--- src/hdl/smis_pkg.sv ---
// shared types, constants and pixel blend function for the stencil masked scaler
// no dependencies
`default_nettype none

package smis_pkg;

  localparam int SRC_AW   = 16;
  localparam int FRAME_AW = 16;
  localparam int DIM_W    = 9;
  localparam int STEP_W   = 25;
  localparam int START_W  = 17;
  localparam int PROD_W   = STEP_W + 8;
  localparam int POS_W    = PROD_W + 1;
  localparam int CNT_W    = 17;
  localparam int STEN_AW  = FRAME_AW - 5;
  localparam int QDEPTH   = 2;
  localparam int QAW      = 1;
  localparam int DCNT_W   = 5;

  localparam logic [DIM_W-1:0] MAX_DIM   = 9'd256;
  localparam logic [CNT_W-1:0] COUNT_MAX = 17'h1ffff;

  typedef enum logic [1:0] {
    KIND_LOAD   = 2'd0,
    KIND_START  = 2'd1,
    KIND_RENDER = 2'd2,
    KIND_SPARE  = 2'd3
  } kind_t;

  typedef enum logic [2:0] {
    REG_MODE   = 3'd0,
    REG_SRC_W  = 3'd1,
    REG_SRC_H  = 3'd2,
    REG_TGT_W  = 3'd3,
    REG_TGT_H  = 3'd4,
    REG_LEFT   = 3'd5,
    REG_ROWB   = 3'd6,
    REG_PITCH  = 3'd7
  } reg_idx_t;

  typedef struct packed {
    logic                busy;
    logic                mode;
    logic                zoom;
    logic [DIM_W-1:0]    sw;
    logic [DIM_W-1:0]    tw;
    logic [DIM_W-1:0]    th;
    logic [7:0]          left;
    logic [7:0]          row_base;
    logic [DIM_W-1:0]    pitch;
    logic [STEP_W-1:0]   step_x;
    logic [STEP_W-1:0]   step_y;
    logic [START_W-1:0]  start_x;
    logic [START_W-1:0]  start_y;
  } cfg_t;

  typedef struct packed {
    kind_t               kind;
    logic                bil;
    logic [FRAME_AW-1:0] fa;
    logic [SRC_AW-1:0]   a_top;
    logic [SRC_AW-1:0]   a_low;
    logic [7:0]          wx;
    logic [7:0]          wy;
    logic [31:0]         pix;
  } task_t;

  typedef enum logic [1:0] {
    F_IDLE,
    F_MUL,
    F_ADD,
    F_ADR
  } front_state_t;

  typedef enum logic [3:0] {
    B_CLEAR,
    B_IDLE,
    B_STEN,
    B_RD1,
    B_RD2,
    B_RD3,
    B_RD4,
    B_MIX,
    B_OUT
  } back_state_t;

  function automatic logic [DIM_W-1:0] clamp_dim(logic [DIM_W-1:0] v);
    logic [DIM_W-1:0] r;
    r = v;
    if (v == '0) r = 9'd1;
    else if (v > MAX_DIM) r = MAX_DIM;
    return r;
  endfunction

  // per byte: (a*(256-w) + b*w) >> 8
  function automatic logic [31:0] lerp4(logic [31:0] a, logic [31:0] b, logic [7:0] w);
    logic [8:0]  w0;
    logic [16:0] s;
    logic [31:0] r;
    w0 = 9'd256 - {1'b0, w};
    r  = '0;
    for (int i = 0; i < 4; i++) begin
      s = {9'b0, a[8*i +: 8]} * {8'b0, w0} + {9'b0, b[8*i +: 8]} * {9'b0, w};
      r[8*i +: 8] = s[15:8];
    end
    return r;
  endfunction

endpackage

`default_nettype wire

--- src/hdl/smis_queue.sv ---
// short queue of classified items between front and back end
// depends on smis_pkg
`default_nettype none

module smis_queue import smis_pkg::*; (
  input  wire logic  clk,
  input  wire logic  rst,
  input  wire logic  push,
  input  wire task_t din,
  input  wire logic  pop,
  output task_t      dout,
  output logic       full,
  output logic       empty
);

  task_t          ent [QDEPTH];
  logic [QAW-1:0] wp, rp;
  logic [QAW:0]   cnt;

  assign full  = cnt == (QAW+1)'(QDEPTH);
  assign empty = cnt == '0;
  assign dout  = ent[rp];

  always_ff @(posedge clk) begin
    if (rst) begin
      wp  <= '0;
      rp  <= '0;
      cnt <= '0;
    end else begin
      if (push) wp <= wp + 1'b1;
      if (pop)  rp <= rp + 1'b1;
      cnt <= cnt + (QAW+1)'(push) - (QAW+1)'(pop);
    end
  end

  always_ff @(posedge clk) begin
    if (push) ent[wp] <= din;
  end

endmodule

`default_nettype wire

--- config.mk ---
export PLATFORM = sky130hd
export DESIGN_NAME = smis_queue
export DESIGN_NICKNAME = d
export VERILOG_FILES = /design/src/hdl/smis_pkg.sv /design/src/hdl/smis_queue.sv
export SDC_FILE = /design/constraint.sdc
export NUM_CORES = 1
export LEC_CHECK = 0
export ABC_AREA = 1
export BUFFER_PORTS_ARGS = -buffer_cell sky130_fd_sc_hd__buf_2
export CAP_MARGIN = 20
export CORE_AREA = 2 2 129 131
export DETAILED_ROUTE_END_ITERATION = 6
export DIE_AREA = 0 0 131 133
export MAX_ROUTING_LAYER = met4
export PLACE_DENSITY_LB_ADDON = 0.12
export SLEW_MARGIN = 10
export SYNTH_ARGS = -nofsm -noshare
export SYNTH_HDL_FRONTEND = slang
export SYNTH_SLANG_ARGS = --single-unit
export TNS_END_PERCENT = 5
--- constraint.sdc ---
create_clock -name clk -period 4.9 [get_ports clk]
set_input_delay 0.49 -clock clk [delete_from_list [all_inputs] [get_ports clk]]
set_output_delay 0.49 -clock clk [all_outputs]
set_load 0.05 [all_outputs]
Word-level counts from Yosys, hierarchy flattened
Memories as Yosys holds them, arrays and structs flattened. A register that Yosys moved wholly into a read port is not among the register bits.
Cells that the tools add are included.
{"block": "word_totals", "mem_count": 1, "wordCells": 14, "ram_bits": 198, "in_bits": 103, "out_inout_bits": 101, "reg_bits": 4}
{"name": "ent", "words": 2, "width": 99, "rd": 1, "rd_clocked_by_memory_dff": 1, "write_ports": 1, "line_no": "smis_queue.sv:16", "source": "task_t ent [QDEPTH];"}
{"block": "op_classes", "addsub": 4, "mux": 4, "eq_ne": 1, "n_reduce_logical": 1}
{"operator": "2-to-1 mux 1 bit", "count": 4}
{"operator": "adder 1 bit, second input constant", "count": 2}
{"operator": "adder 2 x 1 -> 2 bit", "count": 1}
{"operator": "== test 2 bit, second input constant", "count": 1}
{"operator": "logical NOT 2 bit", "count": 1}
{"operator": "subtractor 2 x 1 -> 2 bit", "count": 1}

Longest topological paths before layout
{"block": "logic_depth", "depth_word": 3, "mapped_depth": 9, "ltp_nobuf": 9}

Worst setup path before layout
OpenSTA, ideal clock, no wires.
{"block": "synth_path", "path_kind": "input-to-reg", "startpoint": "input push", "endpoint": "memory ent[0][0] in the netlist's numbering (enable)", "stages": 2, "setup_ps": 560, "path_buffers": 0, "arrival_time_ps": 4674, "t_required_ps": 4340, "slack_ps": -334, "path_cell_list": "inv_1 -> nor2_1"}
{"block": "synth_via", "elab_chain_len": 2}
{"item": "from (decl)", "line_no": "smis_queue.sv:8", "source": "input wire logic push,"}
{"item": "2-to-1 mux 1 bit", "line_no": "smis_queue.sv:37", "source": "if (push) ent[wp] <= din;"}
{"item": "2-to-1 mux 1 bit (implied by the code)", "line_no": "smis_queue.sv:37"}
{"item": "to (decl)", "line_no": "smis_queue.sv:16"}
Every way passes these cells.

==> results.sh <==
export IMPL_status="complete, no violations"
export IMPL_finalHoldViolations=0
export IMPL_routed_via_density=4.707
export IMPL_vias=3737
export IMPL_worstMarginPinSlew_ps=831.8
export IMPL_critPathMaxFanout=40
export IMPL_synth_fa_ha_area_share_pct=0.3384
export IMPL_yosys_area_share_simple_pct=0.7444
export IMPL_cts_path_max_buffers=3
export IMPL_hpwl_mm=8.723
export IMPL_wl_per_cell_um=16.80
export IMPL_post_cts_setup_buffers=0
export IMPL_synth_edff_count=198
export IMPL_synth_xor_area_share_pct=0.1184
export IMPL_timing_rr_start="wp"
export IMPL_place_port_buffers=203
export IMPL_drc=0
export IMPL_row_count=47
export IMPL_synth_cell_types=14
export IMPL_vdd_drop_max_v=0.0003168
export IMPL_finish_utilization_pct=57.56
export IMPL_synth_most_common_cell="edfxtp_1"
export IMPL_start_kind="flip-flop"
export IMPL_tritoncts="built"
export IMPL_synthTopCellsByArea="edfxtp_1 (80%), mux2_2 (14%), mux2_4 (2.0%)"
export IMPL_hold_buffers=0
export IMPL_routabilityCongestion=0.7288
export IMPL_synth_top_family_by_area="multiplexers"
export IMPL_min_delay_worst_endpoint="ent[0][30]"
export IMPL_grt_pass1_vias=4038
export IMPL_holdCritPathClass="in2reg"
export IMPL_cts_sinks=203
export IMPL_slew_headroom_pct=44.55
export IMPL_die_w_um=131
export IMPL_yosysWarnings=0
export IMPL_track_usage_pct=15.49
export IMPL_syn_area_per_cell_um2=21.82
export IMPL_ff2ff_path_depth=3
export IMPL_h_tree_depth=1
export IMPL_async_flop_share_pct=0
export IMPL_synth_area_leader_cell="edfxtp_1"
export IMPL_synthFlopType="edfxtp_1"
export IMPL_clock_fmax_mhz=376.3
export IMPL_first_pass_iters=4
export IMPL_syn_area_um2=7396
export IMPL_antenna_left=0
export IMPL_whs_path_depth=1
export IMPL_synth_compound_area_share_pct=0.06767
export IMPL_cellPowerDensity_nw_per_um2=447.6
export IMPL_worst_ep_arrival_time_ps=2170
export IMPL_hold_start="din[30]"
export IMPL_drt_initial_drc_count=180
export IMPL_leakagePower_nw=3.528
export IMPL_tns_ps=0
export IMPL_fin_skew_ps=9.154
export IMPL_io_pins=204
export IMPL_grt_max_degree=65
export IMPL_die_h_um=133
export IMPL_wirelength_mm=13.34
export IMPL_clk_insertion_delay_late_ps=470
export IMPL_rsz0062_at_grt="false"
export IMPL_rrSetupSlack_ps=2870
export IMPL_setup_viol=0
export IMPL_synth_nets=444
export IMPL_cts_buffers=21
export IMPL_cap_violations=0
export IMPL_grt_overflow=0
export IMPL_postCtsResizedCells=0
export IMPL_start_util_pct=45.73
export IMPL_drive_above_1_share_pct=58.46
export IMPL_nFillCells=1311
export IMPL_yosysSeqAreaShare_pct=81.75
export IMPL_rr_endpoint="ent[1][23]"
export IMPL_die_area_um2=17420
export IMPL_worstSetupPathType="reg2out"
export IMPL_cp_required_ps=4410
export IMPL_coreArea_um2=16170
export IMPL_yosys_top_cells_count="edfxtp_1 (198), mux2_2 (89), mux2_4 (10)"
export IMPL_synth_top_cell_area_share_pct=80.39
export IMPL_synthMuxAreaShare_pct=15.58
export IMPL_antenna_found_initial=1
export IMPL_nNetsFinal=664
export IMPL_netlist_instances=339
export IMPL_cts_root_buffer="clkbuf_16"
export IMPL_grt_pass1_wl_mm=20.11
export IMPL_path_clk_slew_ps=60
export IMPL_endpoint_kind="output pin"
export IMPL_ys_ff_latch=203
export IMPL_finalCritPeriodShare_pct=54.24
export IMPL_timing_final_max_slew_violations=0
export IMPL_min_period_ps=2658
export IMPL_synthToLayoutAreaGrowth_pct=25.85
==> worst max-delay path by stage <==
| stage | to | start | cells past startpoint |
|---|---|---|---|
| after global routing | dout[22] | flip-flop | 3 |
| final | dout[89] | flip-flop | 3 |
| after CTS | dout[22] | flip-flop | 3 |
| after detailed placement | ent[1][59] | push | 4 |
| after global placement | ent[1][59] | push | 4 |
| after floorplan | ent[0][0] | push | 2 |
==> state kept, by name, summed over array words and instances (netlist names), named ones only <==
name,count
wp,1
rp,1
ent,198
cnt,2
==> metrics by stage <==
step | setup WS [ps] | std cells | total power, mW | area (um2) | hold WS (ps)
after floorplan | 1387 | 339 | 2.575 | 7398 | 479.9
after global placement | 2590 | 756 | 2.725 | 8665 | 491.9
after detailed placement | 2571 | 756 | 2.738 | 8665 | 512.4
after CTS | 2189 | 793 | 4.231 | 9305 | 179.3
after global routing | 2135 | 794 | 4.332 | 9308 | 179.1
final | 2242 | 794 | 4.166 | 9308 | 200.2
==> critical path, cell delays in order (launching register included) <==
cell     delay (ps)
dfxtp_4         490
buf_4           530
mux2_2          410
buf_2           220
==> per-layer routing <==
metal / vias up / share of wire, % / track usage (%) / wire length [um]
li1: 1771 / - / - / -
met1: 1820 / 39 / 17.79 / 5197
met2: 127 / 53 / 26.89 / 7056
met3: 19 / 6.5 / 3.397 / 866
met4: 0 / 1.6 / 4.846 / 215
met5: - / 0 / - / 0
==> power breakdown <==
| part | switching, mW | leakage [nW] | internal, mW |
|---|---|---|---|
| combinational | 0.469 | 1.32 | 0.186 |
| sequential | 0.0259 | 1.90 | 2.01 |
| clock | 0.581 | 0.311 | 0.892 |
| total | 1.08 | 3.53 | 3.09 |
==> logic make-up after synthesis <==
family	after synthesis
flops	203
mux	99
simple gates	14
xor+xnor	1
fa+ha+maj	2
buf+inv	19
compound gates	1
==> cell type report <==
cell class / instances / area, um2 / area share, %
diodes: 1 / 2.502 / 0.02689
clock buffers: 28 / 551.8 / 5.928
clock inverters: 9 / 88.84 / 0.9544
inverters: 8 / 32.53 / 0.3495
multi-input cells: 117 / 1254 / 13.47
flip-flops and latches: 203 / 6050 / 65.00
well taps: 220 / 275.3 / 2.957
repair buffers: 208 / 1054 / 11.32
==> layout by cell type (no fill, tap or decap), types with 2 or more instances in the layout <==
cell and count:
buf_4 5, clkinv_2 2, mux2_2 89, clkbuf_16 21
bufinv_16 2, inv_1 7, clkbuf_1 7, clkinv_1 5
nor2_1 7, mux2_4 10, dfxtp_1 4, buf_2 203
edfxtp_1 198, nand2_1 4, ha_1 2
(Power assumes the default switching activity.)
