==> src/hdl/smis_pkg.sv <==
// shared types, constants and pixel blend function for the stencil masked scaler
// no dependencies
`default_nettype none

package smis_pkg;

  localparam int SRC_AW   = 16;
  localparam int FRAME_AW = 16;
  localparam int DIM_W    = 9;
  localparam int STEP_W   = 25;
  localparam int START_W  = 17;
  localparam int PROD_W   = STEP_W + 8;
  localparam int POS_W    = PROD_W + 1;
  localparam int CNT_W    = 17;
  localparam int STEN_AW  = FRAME_AW - 5;
  localparam int QDEPTH   = 2;
  localparam int QAW      = 1;
  localparam int DCNT_W   = 5;

  localparam logic [DIM_W-1:0] MAX_DIM   = 9'd256;
  localparam logic [CNT_W-1:0] COUNT_MAX = 17'h1ffff;

  typedef enum logic [1:0] {
    KIND_LOAD   = 2'd0,
    KIND_START  = 2'd1,
    KIND_RENDER = 2'd2,
    KIND_SPARE  = 2'd3
  } kind_t;

  typedef enum logic [2:0] {
    REG_MODE   = 3'd0,
    REG_SRC_W  = 3'd1,
    REG_SRC_H  = 3'd2,
    REG_TGT_W  = 3'd3,
    REG_TGT_H  = 3'd4,
    REG_LEFT   = 3'd5,
    REG_ROWB   = 3'd6,
    REG_PITCH  = 3'd7
  } reg_idx_t;

  typedef struct packed {
    logic                busy;
    logic                mode;
    logic                zoom;
    logic [DIM_W-1:0]    sw;
    logic [DIM_W-1:0]    tw;
    logic [DIM_W-1:0]    th;
    logic [7:0]          left;
    logic [7:0]          row_base;
    logic [DIM_W-1:0]    pitch;
    logic [STEP_W-1:0]   step_x;
    logic [STEP_W-1:0]   step_y;
    logic [START_W-1:0]  start_x;
    logic [START_W-1:0]  start_y;
  } cfg_t;

  typedef struct packed {
    kind_t               kind;
    logic                bil;
    logic [FRAME_AW-1:0] fa;
    logic [SRC_AW-1:0]   a_top;
    logic [SRC_AW-1:0]   a_low;
    logic [7:0]          wx;
    logic [7:0]          wy;
    logic [31:0]         pix;
  } task_t;

  typedef enum logic [1:0] {
    F_IDLE,
    F_MUL,
    F_ADD,
    F_ADR
  } front_state_t;

  typedef enum logic [3:0] {
    B_CLEAR,
    B_IDLE,
    B_STEN,
    B_RD1,
    B_RD2,
    B_RD3,
    B_RD4,
    B_MIX,
    B_OUT
  } back_state_t;

  function automatic logic [DIM_W-1:0] clamp_dim(logic [DIM_W-1:0] v);
    logic [DIM_W-1:0] r;
    r = v;
    if (v == '0) r = 9'd1;
    else if (v > MAX_DIM) r = MAX_DIM;
    return r;
  endfunction

  // per byte: (a*(256-w) + b*w) >> 8
  function automatic logic [31:0] lerp4(logic [31:0] a, logic [31:0] b, logic [7:0] w);
    logic [8:0]  w0;
    logic [16:0] s;
    logic [31:0] r;
    w0 = 9'd256 - {1'b0, w};
    r  = '0;
    for (int i = 0; i < 4; i++) begin
      s = {9'b0, a[8*i +: 8]} * {8'b0, w0} + {9'b0, b[8*i +: 8]} * {9'b0, w};
      r[8*i +: 8] = s[15:8];
    end
    return r;
  endfunction

endpackage

`default_nettype wire

==> src/hdl/smis_cfg.sv <==
// configuration registers and serial divider for scale steps and start offsets
// depends on smis_pkg
`default_nettype none

module smis_cfg import smis_pkg::*; (
  input  wire logic             clk,
  input  wire logic             rst,
  input  wire logic             cfg_we,
  input  wire reg_idx_t         cfg_index,
  input  wire logic [DIM_W-1:0] cfg_data,
  output cfg_t                  cfg
);

  logic             mode;
  logic [DIM_W-1:0] sw_raw, sh_raw, tw_raw, th_raw, pitch;
  logic [7:0]       left, row_base;

  logic [DIM_W-1:0] sw, sh, tw, th;

  logic               busy, ld;
  logic [1:0]         job;
  logic [DCNT_W-1:0]  cnt;
  logic [STEP_W-1:0]  num, quo, job_num, qn;
  logic [DIM_W-1:0]   den, job_den;
  logic [DIM_W-1:0]   rem;
  logic [DIM_W:0]     trial;
  logic               qbit;
  logic [STEP_W-1:0]  step_x, step_y;
  logic [START_W-1:0] start_x, start_y;

  assign sw = clamp_dim(sw_raw);
  assign sh = clamp_dim(sh_raw);
  assign tw = clamp_dim(tw_raw);
  assign th = clamp_dim(th_raw);

  always_ff @(posedge clk) begin
    if (rst) begin
      mode     <= 1'b0;
      sw_raw   <= 9'd1;
      sh_raw   <= 9'd1;
      tw_raw   <= 9'd1;
      th_raw   <= 9'd1;
      left     <= '0;
      row_base <= '0;
      pitch    <= 9'd1;
    end else if (cfg_we) begin
      unique case (cfg_index)
        REG_MODE:  mode     <= cfg_data[0];
        REG_SRC_W: sw_raw   <= cfg_data;
        REG_SRC_H: sh_raw   <= cfg_data;
        REG_TGT_W: tw_raw   <= cfg_data;
        REG_TGT_H: th_raw   <= cfg_data;
        REG_LEFT:  left     <= cfg_data[7:0];
        REG_ROWB:  row_base <= cfg_data[7:0];
        REG_PITCH: pitch    <= cfg_data;
      endcase
    end
  end

  // numerator and divisor of each of the four divisions
  always_comb begin
    job_num = '0;
    job_den = sw;
    case (job)
      2'd0: begin
        job_num = mode ? {sw, 16'b0} - {16'b0, sw} : {sw, 16'b0};
        job_den = tw;
      end
      2'd1: begin
        job_num = mode ? {sh, 16'b0} - {16'b0, sh} : {sh, 16'b0};
        job_den = th;
      end
      2'd2: begin
        if (mode && tw < sw) job_num = {sw - tw, 16'b0};
        job_den = sw;
      end
      default: begin
        if (mode && th < sh) job_num = {sh - th, 16'b0};
        job_den = sh;
      end
    endcase
  end

  assign trial = {rem, num[STEP_W-1]};
  assign qbit  = trial >= {1'b0, den};
  assign qn    = {quo[STEP_W-2:0], qbit};

  always_ff @(posedge clk) begin
    if (rst) begin
      busy <= 1'b1;
      ld   <= 1'b1;
      job  <= '0;
    end else if (cfg_we) begin
      busy <= 1'b1;
      ld   <= 1'b1;
      job  <= '0;
    end else if (busy) begin
      if (ld) begin
        num <= job_num;
        den <= job_den;
        rem <= '0;
        quo <= '0;
        cnt <= '0;
        ld  <= 1'b0;
      end else begin
        num <= {num[STEP_W-2:0], 1'b0};
        rem <= qbit ? DIM_W'(trial - {1'b0, den}) : trial[DIM_W-1:0];
        quo <= qn;
        cnt <= cnt + 1'b1;
        if (cnt == DCNT_W'(STEP_W - 1)) begin
          case (job)
            2'd0:    step_x  <= qn;
            2'd1:    step_y  <= qn;
            2'd2:    start_x <= qn[START_W-1:0];
            default: start_y <= qn[START_W-1:0];
          endcase
          if (job == 2'd3) begin
            busy <= 1'b0;
          end else begin
            job <= job + 1'b1;
            ld  <= 1'b1;
          end
        end
      end
    end
  end

  always_comb begin
    cfg.busy     = busy;
    cfg.mode     = mode;
    cfg.zoom     = (tw >= sw) || (th >= sh);
    cfg.sw       = sw;
    cfg.tw       = tw;
    cfg.th       = th;
    cfg.left     = left;
    cfg.row_base = row_base;
    cfg.pitch    = pitch;
    cfg.step_x   = step_x;
    cfg.step_y   = step_y;
    cfg.start_x  = start_x;
    cfg.start_y  = start_y;
  end

endmodule

`default_nettype wire

==> config.mk <==
export PLATFORM = sky130hd
export DESIGN_NAME = smis_cfg
export DESIGN_NICKNAME = d
export VERILOG_FILES = /design/src/hdl/smis_pkg.sv /design/src/hdl/smis_cfg.sv
export SDC_FILE = /design/constraint.sdc
export NUM_CORES = 1
export LEC_CHECK = 0
export BUFFER_PORTS_ARGS = -buffer_cell sky130_fd_sc_hd__buf_2
export CAP_MARGIN = 30
export CELL_PAD_IN_SITES_DETAIL_PLACEMENT = 1
export CELL_PAD_IN_SITES_GLOBAL_PLACEMENT = 2
export CORE_UTILIZATION = 40
export CTS_CLUSTER_SIZE = 30
export DETAILED_ROUTE_END_ITERATION = 6
export GPL_TIMING_DRIVEN = 0
export PLACE_DENSITY_LB_ADDON = 0.1
export SKIP_LAST_GASP = 1
export SLEW_MARGIN = 5
export SYNTH_ARGS = -nofsm -noshare
export SYNTH_HDL_FRONTEND = slang
export SYNTH_SLANG_ARGS = --single-unit
==> constraint.sdc <==
create_clock -name clk -period 13.55 [get_ports clk]
set_input_delay 2.71 -clock clk [delete_from_list [all_inputs] [get_ports clk]]
set_output_delay 2.71 -clock clk [all_outputs]
set_load 0.05 [all_outputs]
# Yosys cells after proc, flatten, opt, wreduce, memory -nomap -nowiden
# Cells that the tools add are included.
# word_totals
romBits,0
wordCells,101
mem_bits_rw,0
out_inout_bits,139
reg_bits,222
latch_bits,0
in_bits,15
n_memories,0
# op_classes
n_eq_ne,11
n_div,0
n_reduce_logical,26
shifts,0
addsub,7
n_bitwise,5
n_lt_le_gt_ge,9
n_mux,22
mul,0
# ops
cell,count
$mux W25,5
$mux W9,9
$pmux W25 S3,1
$sub A25 B9 Y25,2
$gt A9 B9 Y1 const B,4
$logic_not A9 Y1,4
$pmux W9 S3,1
$sub A9 B9 Y9,3
$reduce_and A6 Y1,4
$ge A9 B9 Y1,2
$lt A9 B9 Y1,2
$reduce_and A2 Y1,8
$eq A3 B3 Y1 const B,4
$ge A10 B9 Y1,1
$reduce_and A4 Y1,2
$eq A3 B2 Y1 const B,2
$mux W1,6
$add A5 B1 Y5 const B,1
$eq A5 B5 Y1 const B,1
$not A1 Y1,5
$eq A2 B2 Y1 const B,2
$eq A3 B1 Y1 const B,1
$logic_not A3 Y1,1
$reduce_and A3 Y1,1
7 further kinds,8

# Longest topological paths before layout
# depth
depth_word,8
mapped_depth,15
depth_no_buf,13

# Worst setup path after synthesis
# Ideal clock, no wire load.
# synth_path
path_type,input -> register
from,input port cfg_we
to,register step_x[0] (enable)
setup_time_ps,384
n_path_buf,1
arrival_ps,8561
cell_stages,3
t_required_ps,13166
slack_ps,4605
path_cell_list,clkbuf_1 -> nor3_1 -> and3_1
# synth_via
elab_chain_len,2
# synth_lines
element,line,source
start: declaration,smis_cfg.sv:8,"input wire logic cfg_we,"
$not A1 Y1 (no source line),-,
$reduce_and A6 Y1 (no source line),-,
end signal: assignment,smis_cfg.sv:112,2'd0: step_x <= qn;
end: declaration,smis_cfg.sv:28,"logic [STEP_W-1:0] step_x, step_y;"
# No other way between the ends.
# A chain may end at the register's enable or synchronous reset.

==> results by group <==
Outcome
  • Run status: complete, but fails checks
  • Failing checks: DRC

Worst setup path
  • CP Data Required Time: between 10,000 and 15,000 ps
  • CP Max Fanout: 6
  • Crit path launch: sh_raw[2]$_SDFFE_PP0P_
  • FF-to-FF End: num[24]$_DFFE_PP_
  • FF-to-FF Start: sw_raw[4]$_SDFFE_PP0P_
  • Path depth of the worst reg2reg path: 14
  • Worst setup SP type: register
  • Crit path DAT: ~3800 ps
  • Crit. End Element: output pin
  • Reg2reg setup slack: 9510 ps
  • Type of the worst setup path: reg -> out

Yosys
  • Avg Cell Area, Syn: ~10 sq um
  • Synthesized flop and latch total: 222
  • Async S/R FF share, synth: 0
  • Mapped Area: 10,700 sq um
  • Number of library cell types mapped by synthesis: 75
  • Top cells by count, synth: 175 x nand2_1, 156 x edfxtp_1, 87 x a21oi_1, 66 x dfxtp_1, 65 x inv_1
  • Ranking of synthesized cells by area: edfxtp_1 44%, dfxtp_1 12%, nand2_1 6.2%
  • Cell accounting for the most synthesized area: edfxtp_1
  • Primary FF master, synth: edfxtp_1
  • Cells after Synth: ~1,000
  • Post-synth top area share: 0.439
  • Mapped Nets: around 1,100
  • Post-synth EDFFs: ~160
  • Register area share after synthesis: 0.563
  • Count leader, synth: nand2_1
  • Ys Warns: 0

Drt
  • Iter 0 DRT Violations: ~600
  • Via count: approximately 8,500
  • Post-route DRC: 30
  • Post-route ant nets: 0
  • Drt total wl: around 34 mm
  • TritonRoute pass-1 iters: 7
  • Drt wl/cell: around 22 um
  • Via-to-Cell Ratio: 5.49

Die
  • Core region area: about 26,000 sq um
  • Die Area: 27,300 sq um
  • Initial Util: 0.408
  • # rows: 59
  • Die Wd: around 170 um
  • I/O pins: around 150
  • Die height: 165 um

Hold path
  • Min-delay src: left[5]$_SDFFE_PP0P_
  • Worst hold path type: reg -> reg
  • Hold EP: left[5]$_SDFFE_PP0P_
  • WHS Path Cells: 2

Layout
  • P&R area growth vs syn: 19.7%
  • Multi-input logic area: 4160 sq um
  • N_diodes: 0
  • Layout net count: between 1,000 and 1,500
  • Post-route cell area: 12,800 sq um
  • Fillers: 2,963
  • Share of cells above drive strength 1: 0.185
  • Register area: 6010 sq um
  • Final core utilization: 0.488

Global route
  • Initial antenna violation count: 1
  • Largest net degree at the start of global routing: 26
  • First-pass GRT wire length: between 50 and 60 mm
  • GRT overflow: 0
  • Total Routing Usage GR: 0.252
  • Vias in the first global route: about 8,500

Timing
  • Period utilisation layout: 0.478
  • Worst slew margin: 0.348
  • Fmax: between 150 and 200 MHz
  • Hold Fails Final Rpt: 0
  • Fin. max-slew vios: 0
  • Worst-margin pin slew: 978 ps
  • Setup TNS: 0 ps
  • Min Clock Period, post-route: 6480 ps
  • Setup Skew: ~16 ps
  • Setup violations, final: 0
  • RSZ-0062 raised after global routing: no

Power
  • Maximum vdd drop: around 0.084 mV
  • Leakage power: 0.00501 uW
  • Cell Pwr Density: between 100 and 150 nW/um^2

Flow run
  • Maximum Capacitance Violations: 0

Placed design
  • Routability cong.: about 0.92
  • Post-Place Cell Area: between 10,000 and 15,000 sq um
  • Port buffer count: between 100 and 150
  • Final HPWL DP: approximately 25 mm

Clock tree
  • Clock tree root driver cell: clkbuf_16
  • Clk buf depth: 3
  • Clk sinks: roughly 220
  • CTS H-tree depth: 1
  • Postcts setup bufs: 0
  • Worst-Skew Late Latency: roughly 550 ps
  • Post-CTS resize count: 0
  • Hold-fix buffers, CTS: 0
  • TritonCTS buffer count: 24
  • Clock-pin slew on the worst setup and hold paths: approximately 60 ps
  • CTS tree: built
[how the worst max path moves through the flow]
stage,to,cells after the start
detailed placement,cfg[136],10
finish,cfg[136],10
CTS,cfg[136],10
global placement,step_x[12]$_DFFE_PP_,3
floorplan,step_x[0]$_DFFE_PP_,3
global route,cfg[136],10
[cell families after synthesis]
logic type,count (synthesis),synth area share
buffers and inverters,114,0.0468
flip-flops,222,0.563
adder cells (fa/ha/maj),41,0.0502
XOR/XNOR,30,0.0247
AND/OR/NAND/NOR,372,0.166
multiplexers,10,0.00951
AO/OA/AOI/OAI,228,0.139
[final cells by class]
class / instances / area share
Tap cell: 335 / 0.0329
Clock inverter: 17 / 0.0167
Sequential cell: 222 / 0.471
Timing Repair Buffer: 158 / 0.0667
Multi-Input combinational cell: 681 / 0.326
Clock buffer: 26 / 0.0477
Buffer: 46 / 0.0191
Inverter: 68 / 0.0200
[layer usage]
metal / track usage / vias to the layer above / wire length [um]
met5: 0 / - / 0
met4: 0.0767 / 0 / 879
met3: 0.0415 / 52 / 1950
met2: 0.427 / 252 / 16500
met1: 0.328 / 4212 / 15100
li1: - / 4012 / -
[metrics by stage]
stage                     hold slack (ps)  total power (uW)  setup WS [ps]  std cells
final                                 452              1580           7070       1553
after global routing                  464              1630           6990       1553
after CTS                             456              1590           7100       1551
after detailed placement              443               904           7710       1508
after global placement                428               901           1060       1501
after floorplan                       421               858           4610       1017
[registers in the layout (all words and copies together), names as in the netlist, 5 cells and up]
signal and cells:
sw_raw 9, step_y 25, quo 24, tw_raw 9
den 9, step_x 25, th_raw 9, start_y 17
left 8, num 25, cnt 5, sh_raw 9
start_x 17, rem 9, row_base 8, pitch 9
[critical path, cell delays in order (launching register included)]
cell,delay [ps]
dfxtp_1,400
or4_4,610
nor4_1,220
o21ai_1,290
ha_1,320
nand2b_1,160
a21oi_1,260
o22ai_1,190
o22a_1,250
nand3b_1,250
buf_2,260
[cell usage in the layout (no fill, tap or decap), types with 6 or more instances in the layout]
master	instances
o21ai_0	31
nor2_1	62
ha_1	38
nor4_1	6
buf_6	9
a211oi_1	15
xor2_1	11
a31oi_1	7
a21o_1	8
and3_1	8
dfxtp_1	66
nand3b_1	11
nand3_1	14
a21oi_1	87
xnor2_1	19
o21a_1	8
nor2b_1	43
a221o_1	10
clkbuf_16	24
nand2b_1	8
edfxtp_1	156
nor3_1	16
nand2_1	175
inv_1	65
clkbuf_1	33
mux2i_1	9
buf_2	150
[report_power, final]
| part | internal [uW] | leakage [uW] | switching (uW) |
|---|---|---|---|
| registers | 739 | 0.00198 | 10.8 |
| clock network | 403 | 0.000395 | 286 |
| logic | 48.1 | 0.00263 | 93.6 |
| total | 1190 | 0.00501 | 391 |
Note: power is estimated with default switching activity, not from simulation.
