--- config.mk ---
export PLATFORM = sky130hd
export DESIGN_NAME = smis_front_flat
export DESIGN_NICKNAME = d
export VERILOG_FILES = /design/src/hdl/smis_pkg.sv /design/src/hdl/smis_if.sv /design/src/hdl/smis_front.sv /design/src/flat_wrapper.sv
export SDC_FILE = /design/constraint.sdc
export NUM_CORES = 2
export LEC_CHECK = 0
export BUFFER_PORTS_ARGS = -buffer_cell sky130_fd_sc_hd__buf_2
export CAP_MARGIN = 25
export CORE_MARGIN = 8
export CORE_UTILIZATION = 30
export CTS_CLUSTER_SIZE = 16
export DETAILED_ROUTE_END_ITERATION = 8
export MAX_ROUTING_LAYER = met4
export PLACE_DENSITY = 0.44
export SLEW_MARGIN = 20
export SYNTH_ARGS = -nofsm -noshare
export SYNTH_HDL_FRONTEND = slang
export SYNTH_SLANG_ARGS = --single-unit
--- constraint.sdc ---
create_clock -name clk -period 7.15 [get_ports clk]
set_clock_uncertainty 0.1 [all_clocks]
set_input_delay 1.0725 -clock clk [delete_from_list [all_inputs] [get_ports clk]]
set_output_delay 1.0725 -clock clk [all_outputs]
set_load 0.02 [all_outputs]
--- src/hdl/smis_pkg.sv ---
// shared types, constants and pixel blend function for the stencil masked scaler
// no dependencies
`default_nettype none

package smis_pkg;

  localparam int SRC_AW   = 16;
  localparam int FRAME_AW = 16;
  localparam int DIM_W    = 9;
  localparam int STEP_W   = 25;
  localparam int START_W  = 17;
  localparam int PROD_W   = STEP_W + 8;
  localparam int POS_W    = PROD_W + 1;
  localparam int CNT_W    = 17;
  localparam int STEN_AW  = FRAME_AW - 5;
  localparam int QDEPTH   = 2;
  localparam int QAW      = 1;
  localparam int DCNT_W   = 5;

  localparam logic [DIM_W-1:0] MAX_DIM   = 9'd256;
  localparam logic [CNT_W-1:0] COUNT_MAX = 17'h1ffff;

  typedef enum logic [1:0] {
    KIND_LOAD   = 2'd0,
    KIND_START  = 2'd1,
    KIND_RENDER = 2'd2,
    KIND_SPARE  = 2'd3
  } kind_t;

  typedef enum logic [2:0] {
    REG_MODE   = 3'd0,
    REG_SRC_W  = 3'd1,
    REG_SRC_H  = 3'd2,
    REG_TGT_W  = 3'd3,
    REG_TGT_H  = 3'd4,
    REG_LEFT   = 3'd5,
    REG_ROWB   = 3'd6,
    REG_PITCH  = 3'd7
  } reg_idx_t;

  typedef struct packed {
    logic                busy;
    logic                mode;
    logic                zoom;
    logic [DIM_W-1:0]    sw;
    logic [DIM_W-1:0]    tw;
    logic [DIM_W-1:0]    th;
    logic [7:0]          left;
    logic [7:0]          row_base;
    logic [DIM_W-1:0]    pitch;
    logic [STEP_W-1:0]   step_x;
    logic [STEP_W-1:0]   step_y;
    logic [START_W-1:0]  start_x;
    logic [START_W-1:0]  start_y;
  } cfg_t;

  typedef struct packed {
    kind_t               kind;
    logic                bil;
    logic [FRAME_AW-1:0] fa;
    logic [SRC_AW-1:0]   a_top;
    logic [SRC_AW-1:0]   a_low;
    logic [7:0]          wx;
    logic [7:0]          wy;
    logic [31:0]         pix;
  } task_t;

  typedef enum logic [1:0] {
    F_IDLE,
    F_MUL,
    F_ADD,
    F_ADR
  } front_state_t;

  typedef enum logic [3:0] {
    B_CLEAR,
    B_IDLE,
    B_STEN,
    B_RD1,
    B_RD2,
    B_RD3,
    B_RD4,
    B_MIX,
    B_OUT
  } back_state_t;

  function automatic logic [DIM_W-1:0] clamp_dim(logic [DIM_W-1:0] v);
    logic [DIM_W-1:0] r;
    r = v;
    if (v == '0) r = 9'd1;
    else if (v > MAX_DIM) r = MAX_DIM;
    return r;
  endfunction

  // per byte: (a*(256-w) + b*w) >> 8
  function automatic logic [31:0] lerp4(logic [31:0] a, logic [31:0] b, logic [7:0] w);
    logic [8:0]  w0;
    logic [16:0] s;
    logic [31:0] r;
    w0 = 9'd256 - {1'b0, w};
    r  = '0;
    for (int i = 0; i < 4; i++) begin
      s = {9'b0, a[8*i +: 8]} * {8'b0, w0} + {9'b0, b[8*i +: 8]} * {9'b0, w};
      r[8*i +: 8] = s[15:8];
    end
    return r;
  endfunction

endpackage

`default_nettype wire

--- src/hdl/smis_if.sv ---
// item channels of the scaler: input items and result items
// depends on smis_pkg
`default_nettype none

interface smis_in_if import smis_pkg::*; ();
  logic              valid;
  logic              ready;
  logic [1:0]        kind;
  logic [SRC_AW-1:0] source_address;
  logic [31:0]       source_pixel;
  logic [7:0]        column;
  logic [7:0]        row;

  modport source (output valid, kind, source_address, source_pixel, column, row,
                  input ready);
  modport sink (input valid, kind, source_address, source_pixel, column, row,
                output ready);
endinterface


`default_nettype wire

--- src/hdl/smis_front.sv ---
// front end: accepts items and computes frame and source addresses and weights
// depends on smis_pkg, smis_if
`default_nettype none

module smis_front import smis_pkg::*; (
  input  wire logic clk,
  input  wire logic rst,
  smis_in_if.sink   in_ch,
  input  wire cfg_t cfg,
  input  wire logic q_full,
  output logic      push,
  output task_t     tsk
);

  front_state_t state, state_next;

  kind_t             it_kind;
  logic [SRC_AW-1:0] it_addr;
  logic [31:0]       it_pix;
  logic [7:0]        it_col, it_row;

  logic [FRAME_AW-1:0] fa_mul, fa;
  logic [PROD_W-1:0]   mx, my;
  logic [POS_W-1:0]    xx, yy;
  logic [SRC_AW-1:0]   xi, yprod, top, low;
  logic [7:0]          wx, wy;
  logic                last_col, last_row;
  logic [15:0]         rel;

  assign in_ch.ready = (state == F_IDLE) && !cfg.busy;

  assign rel = {8'b0, cfg.row_base} - {8'b0, it_row};
  assign xx  = {{(POS_W-START_W){1'b0}}, cfg.start_x} + {1'b0, mx};
  assign yy  = {{(POS_W-START_W){1'b0}}, cfg.start_y} + {1'b0, my};

  always_ff @(posedge clk) begin
    if (rst) begin
      state <= F_IDLE;
    end else begin
      state <= state_next;
    end
  end

  always_comb begin
    state_next = state;
    push       = 1'b0;
    unique case (state)
      F_IDLE: if (in_ch.valid && in_ch.ready) state_next = F_MUL;
      F_MUL:  state_next = F_ADD;
      F_ADD:  state_next = F_ADR;
      F_ADR: begin
        push = !q_full;
        if (!q_full) state_next = F_IDLE;
      end
    endcase
  end

  always_ff @(posedge clk) begin
    case (state)
      F_IDLE: begin
        it_kind <= kind_t'(in_ch.kind);
        it_addr <= in_ch.source_address;
        it_pix  <= in_ch.source_pixel;
        it_col  <= in_ch.column;
        it_row  <= in_ch.row;
      end
      F_MUL: begin
        fa_mul <= 16'(rel * {7'b0, cfg.pitch});
        mx     <= {{(PROD_W-STEP_W){1'b0}}, cfg.step_x} * {{(PROD_W-8){1'b0}}, it_col};
        my     <= {{(PROD_W-STEP_W){1'b0}}, cfg.step_y} * {{(PROD_W-8){1'b0}}, it_row};
      end
      F_ADD: begin
        fa       <= fa_mul + {8'b0, cfg.left} + {8'b0, it_col};
        xi       <= xx[31:16];
        yprod    <= 16'(yy[31:16] * {7'b0, cfg.sw});
        wx       <= xx[15:8];
        wy       <= yy[15:8];
        last_col <= {1'b0, it_col} >= cfg.tw - 1'b1;
        last_row <= {1'b0, it_row} >= cfg.th - 1'b1;
      end
      default: ;
    endcase
  end

  always_comb begin
    top = yprod + xi;
    if (cfg.mode && cfg.zoom && last_col) top = top - 1'b1;
    low = (cfg.zoom && last_row) ? top : top + {7'b0, cfg.sw};
    tsk.kind  = it_kind;
    tsk.bil   = cfg.mode;
    tsk.fa    = fa;
    tsk.a_top = (it_kind == KIND_LOAD) ? it_addr : top;
    tsk.a_low = low;
    tsk.wx    = wx;
    tsk.wy    = wy;
    tsk.pix   = it_pix;
  end

endmodule

`default_nettype wire

--- src/flat_wrapper.sv ---
// flat-port wrapper written by rule: the top's interface ports become plain ports
module smis_front_flat import smis_pkg::*;
  (clk, rst, cfg, q_full, push, tsk, in_ch_valid, in_ch_kind, in_ch_source_address, in_ch_source_pixel, in_ch_column, in_ch_row, in_ch_ready);
  smis_in_if in_ch_i ();
  input  wire logic clk;
  input  wire logic rst;
  input  wire cfg_t cfg;
  input  wire logic q_full;
  output logic push;
  output task_t tsk;
  input wire logic [$bits(in_ch_i.valid)-1:0] in_ch_valid;
  input wire logic [$bits(in_ch_i.kind)-1:0] in_ch_kind;
  input wire logic [$bits(in_ch_i.source_address)-1:0] in_ch_source_address;
  input wire logic [$bits(in_ch_i.source_pixel)-1:0] in_ch_source_pixel;
  input wire logic [$bits(in_ch_i.column)-1:0] in_ch_column;
  input wire logic [$bits(in_ch_i.row)-1:0] in_ch_row;
  output wire logic [$bits(in_ch_i.ready)-1:0] in_ch_ready;
  assign in_ch_i.valid = in_ch_valid;
  assign in_ch_i.kind = in_ch_kind;
  assign in_ch_i.source_address = in_ch_source_address;
  assign in_ch_i.source_pixel = in_ch_source_pixel;
  assign in_ch_i.column = in_ch_column;
  assign in_ch_i.row = in_ch_row;
  assign in_ch_ready = in_ch_i.ready;
  smis_front u_core (.clk(clk), .rst(rst), .in_ch(in_ch_i), .cfg(cfg), .q_full(q_full), .push(push), .tsk(tsk));
endmodule
# Word level (Yosys, flattened, before mapping)
# Index checks and enable logic that the tools add are counted.
[word_totals] reg_bits=214 input_bits=209 output_inout_bits=101 elab_cells=54
[op_classes] n_addsub=10 mul=4 magnitude_cmp=2 eq_ne=5 mux=7 reduce_logical=10
[ops] operator="$add 17x32->32" count=2
[ops] operator="$mul 25x8->32" count=2
[ops] operator="$mux 16" count=3
[ops] operator="$add 16x8->16" count=2
[ops] operator="$mul 16x9->16" count=2
[ops] operator="$ge 8x9->1" count=2
[ops] operator="$sub 9x1->9 const B" count=2
[ops] operator="$add 16x16->16" count=1
[ops] operator="$add 16x9->16" count=1
[ops] operator="$sub 16x1->16 const B" count=1
[ops] operator="$sub 8x8->9" count=1
[ops] operator="$pmux 2 s4" count=1
[ops] operator="$logic_and 1x1->1" count=5
[ops] operator="$eq 2x2->1 const B" count=2
[ops] operator="$logic_not 2->1" count=2
[ops] operator="$mux 2" count=2
[ops] operator="$ne 2x2->1 const B" count=2
[ops] operator="$eq 2x1->1 const B" count=1
[ops] operator="$logic_not 1->1" count=2
[ops] operator="$reduce_and 2->1" count=1
[ops] operator="$mux 1" count=1

# Longest topological paths before layout
[depth] word_depth=5 ltp_mapped=30 depth_no_buf=30

# Worst setup path before layout
# No wires, ideal clock.
[synth_timing] path_type="in2reg" start="in cfg[13] in the netlist's numbering" end="reg u_core.yprod[15] (data pin)" setup_ps=258 arrival_ps=7175 required_ps=6792 setup_slack_ps=-383 stages=29 n_path_buf=0 cell_sequence="ha_1 -> a21o_1 -> a21oi_1 -> nor3b_1 -> nand3_1 -> a32o_1 -> and3_1 -> nand2_1 -> xnor2_1 -> and2_1 -> fa_1 -> inv_1 -> fa_1 -> inv_1 -> fa_1 -> inv_1 -> fa_1 -> inv_1 -> ha_1 -> or3_1 -> o21ai_0 -> a21oi_1 -> nand4_1 -> nand3_1 -> o41a_1 -> xor2_1 -> xnor3_1 -> a41oi_1 -> nor2b_1"
[synth_via] elab_chain_len=2
[synth_rtl] item="from (decl)" line="flat_wrapper.sv:7" source="input wire cfg_t cfg;"
[synth_rtl] item="$add 17x32->32" line="smis_front.sv:34" source="assign yy = {{(POS_W-START_W){1'b0}}, cfg.start_y} + {1'b0, my};"
[synth_rtl] item="$mul 16x9->16" line="smis_front.sv:75" source="yprod <= 16'(yy[31:16] * {7'b0, cfg.sw});"
[synth_rtl] item="to (signal assigned)" line="smis_front.sv:75"
[synth_rtl] item="to (decl)" line="smis_front.sv:25" source="logic [SRC_AW-1:0] xi, yprod, top, low;"
# Every way passes these cells.
# A chain may end at the register's enable or synchronous reset.

# Worst setup path in the final report
[layout_timing] start="in cfg[11] in the netlist's numbering" end="reg u_core.yprod[15] (data pin)"
# Same word-level chain as after synthesis.

==> run_results.csv <==
group,metric,value,unit
clocking,htree_levels,2,
sta,whs,0.470,ns
sta,period_minus_slack,6.97,ns
placed_design,place.gp.congestion,0.825,
sta,setup_viol,0,
floorplan,start_util,30.1,%
critical_path,critPathMaxStageDelay,0.55,ns
logic_synthesis,synth.mux.area_fraction,0.334,%
sta,min_period_over_period,97.5,%
critical_path,regToRegSetupSlack,0.34,ns
critical_path,reg2reg_depth,28,
sta,slew_headroom,42.8,%
logic_synthesis,synth_edf_count,212,
routing,vias,20732,
routing,vias_per_cell,4.51,
routing,drt-initial-drc-count,730,
sta,fmax,143,MHz
global_routing,grt.overflow.total,0,
cells_and_area,syn_to_final_growth,19.0,%
critical_path,slowest_stage,"fa_1",
global_routing,grt_start_max_net_pins,49,
floorplan,die_w,324,um
routing,remaining_drc_errors,0,
sta,slew_viol_final,0,
logic_synthesis,yosysUniqueCellTypes,76,
clocking,hold_buffers,0,
logic_synthesis,syn_avg_cell_area,9.84,um2
status,outcome,"complete, no violations",
routing,drtAntennaViolNets,0,
cells_and_area,layout.nets,4175,
worst_hold_path,hold_depth,1,
clocking,clkLatencyLatePin,0.56,ns
floorplan,io-pin-count,310,
critical_path,crit_type,"input pin to register",
sta,worst_pin_slew,0.858,ns
floorplan,fp-row-count,113,
global_routing,grt_first_pass_wirelength,127,mm
critical_path,required,7.35,ns
routing,first_pass_iters,5,
logic_synthesis,yosysSeqAreaShare,22.5,%
clocking,clk_path_buf_depth,3,
clocking,clk_pin_slew,0.06,ns
critical_path,cp.arrival,7.18,ns
worst_hold_path,hp-class,"register to register",
logic_synthesis,synth_compound_area_share,7.05,%
critical_path,crit_family,"adder cells",
floorplan,core,94400,um2
floorplan,fp.dieArea,105000,um2
routing,route.final.wire_length,81.4,mm
worst_hold_path,hold_path_startpoint,"u_core.mx[19]",
logic_synthesis,async_flop_share,0,%
clocking,clock_sinks,214,
worst_hold_path,worstHoldEndpoint,"u_core.xi[3]",
floorplan,fp.dieH,324,um
critical_path,startpoint_type,"input pin",
global_routing,antenna_found_initial,7,
logic_synthesis,postSynthCellCount,2890,
logic_synthesis,synth_fa_ha_area_share,40.0,%
global_routing,grt_pass1_vias,22421,
logic_synthesis,netlist_area,28400,um2
placed_design,port-buffer-count,309,
routing,routedWlPerCell,17.7,um
cells_and_area,fin_util,35.8,%
cells_and_area,drive_above_1_share,17.2,%
clocking,cts_tree,"yes",
logic_synthesis,ys_ff_latch,214,
critical_path,crit_buf_inv,5,
critical_path,cp-end-kind,"register",
clocking,cts_inserted_buffers,34,
global_routing,grt_util_all_layers,16.0,%
logic_synthesis,synth_top_family_by_area,"adder cells",
placed_design,dp_hpwl,66.6,mm
logic_synthesis,synth-main-ff-cell,"edfxtp_1",
logic_synthesis,yosys.area_share.simple,16.8,%
sta,rsz0062_at_grt,"yes",
clocking,clk_root_buffer_cell,"clkbuf_16",
sta,hold_violations,0,
critical_path,r2r-start,"u_core.my[2]",
job,drv_cap,0,
critical_path,cp_max_fo,4,
critical_path,r2r-end,"u_core.yprod[15]",
logic_synthesis,synthXorXnorAreaFrac,6.25,%
logic_synthesis,syn-num-nets,3760,
logic_synthesis,yosys_warnings,0,
synthesized netlist by cell type (all sizes together) (5+ instances only):
cell type	instances	area (um2)
inv	461	1730
fa	415	8310
nand2	411	1550
ha	246	3080
and2	243	1520
edfxtp	212	6370
xnor2	139	1220
a21oi	106	549
nor2	96	360
o21ai	65	325
clkbuf	60	226
xor2	58	508
a21o	45	338
nor3	42	210
nand2b	39	244
nor2b	36	225
nand3	34	170
and3	14	87.6
o21bai	14	105
nand4	12	75.1
or3	10	62.6
a31oi	9	56.3
o21a	9	67.6
a211oi	7	52.6
nor4	7	65.1
o211ai	7	52.6
a21boi	5	37.5
buf	5	22.5
mux2i	5	50.1
nand3b	5	37.5
metrics by stage:
step	instance area, um2	TNS [ns]	setup WS (ns)	std cells
floorplan	28600	0	0.0164	2890
global placement	32400	-1.18	-0.513	4525
detailed placement	32400	-1.25	-0.538	4525
CTS	33500	0	0.0681	4581
global route	33800	-0.0790	-0.0790	4594
finish	33800	0	0.175	4595
worst max path at each step:
stage               startpoint               end  slack (ns)  depth (start not counted)
floorplan               cfg[4]  u_core.yprod[15]        0.02                         29
global route            cfg[5]  u_core.yprod[15]       -0.08                         29
CTS                     cfg[4]  u_core.yprod[15]        0.07                         29
finish                 cfg[11]  u_core.yprod[15]        0.18                         29
detailed placement      cfg[4]  u_core.yprod[15]       -0.54                         29
global placement        cfg[4]  u_core.yprod[15]       -0.51                         30
sequential cells by signal (all words and copies together), names as in the netlist, 16 cells and up:
register	flops
u_core.it_addr	16
u_core.mx	32
u_core.my	32
u_core.xi	16
u_core.yprod	16
u_core.fa	16
u_core.it_pix	32
u_core.fa_mul	16
kinds of logic after synthesis:
| logic type | count (synthesis) |
|---|---|
| buffers and inverters | 526 |
| flip-flops | 214 |
| XOR/XNOR | 199 |
| AND/OR/NAND/NOR | 970 |
| multiplexers | 9 |
| adder cells (fa/ha/maj) | 661 |
| AO/OA/AOI/OAI | 311 |
layout by cell type (no fill, tap or decap), drive strengths merged, types with 9 or more instances in the layout:
master,synthesis,routed
inv,461,462
buf,5,444
fa,415,415
nand2,411,411
ha,246,246
and2,243,243
edfxtp,212,212
xnor2,139,139
a21oi,106,106
nor2,96,96
o21ai,65,65
xor2,58,58
a21o,45,45
nor3,42,42
clkbuf,60,40
nand2b,39,39
nor2b,36,36
nand3,34,34
o21bai,14,14
and3,14,14
nand4,12,12
or3,10,10
a31oi,9,9
o21a,9,9
clkinv,0,9
worst register-to-register path: cells and delay by family, from the launching register on:
family | cells | cell delay (ns)
and+or+nand+nor | 7 | 1.11
buffers and inverters | 4 | 0.17
adders and majority gates | 6 | 2.57
xor gates and xnor gates | 3 | 0.61
AOI/OAI and AO/OA | 8 | 1.57
DFF | 1 | 0.42
cell type report:
type	instances	area, um2
Fill cell	9810	60600
Multi-Input combinational cell	2150	20400
Sequential cell	214	6410
Timing Repair Buffer	444	2570
Inverter	461	1730
Tap cell	1265	1580
Clock buffer	40	905
Clock inverter	16	176
Antenna cell	5	12.5
repair_timing:
item / 4_1_cts / 5_1_grt
buffers inserted: 0 / 9
setup endpoints to repair: 0 / 2
resized for setup: 0 / 44
layer usage:
layer,up-vias,GRT usage [%],part of all wire [%]
met1,10157,21.3,48
met2,369,25.4,45
met3,82,2.85,4.7
met5,-,-,0
li1,10124,-,-
met4,0,3.92,2.3
Power is not shown: default switching activity piles up to over one toggle a cycle in this logic, so the estimate is an artifact.
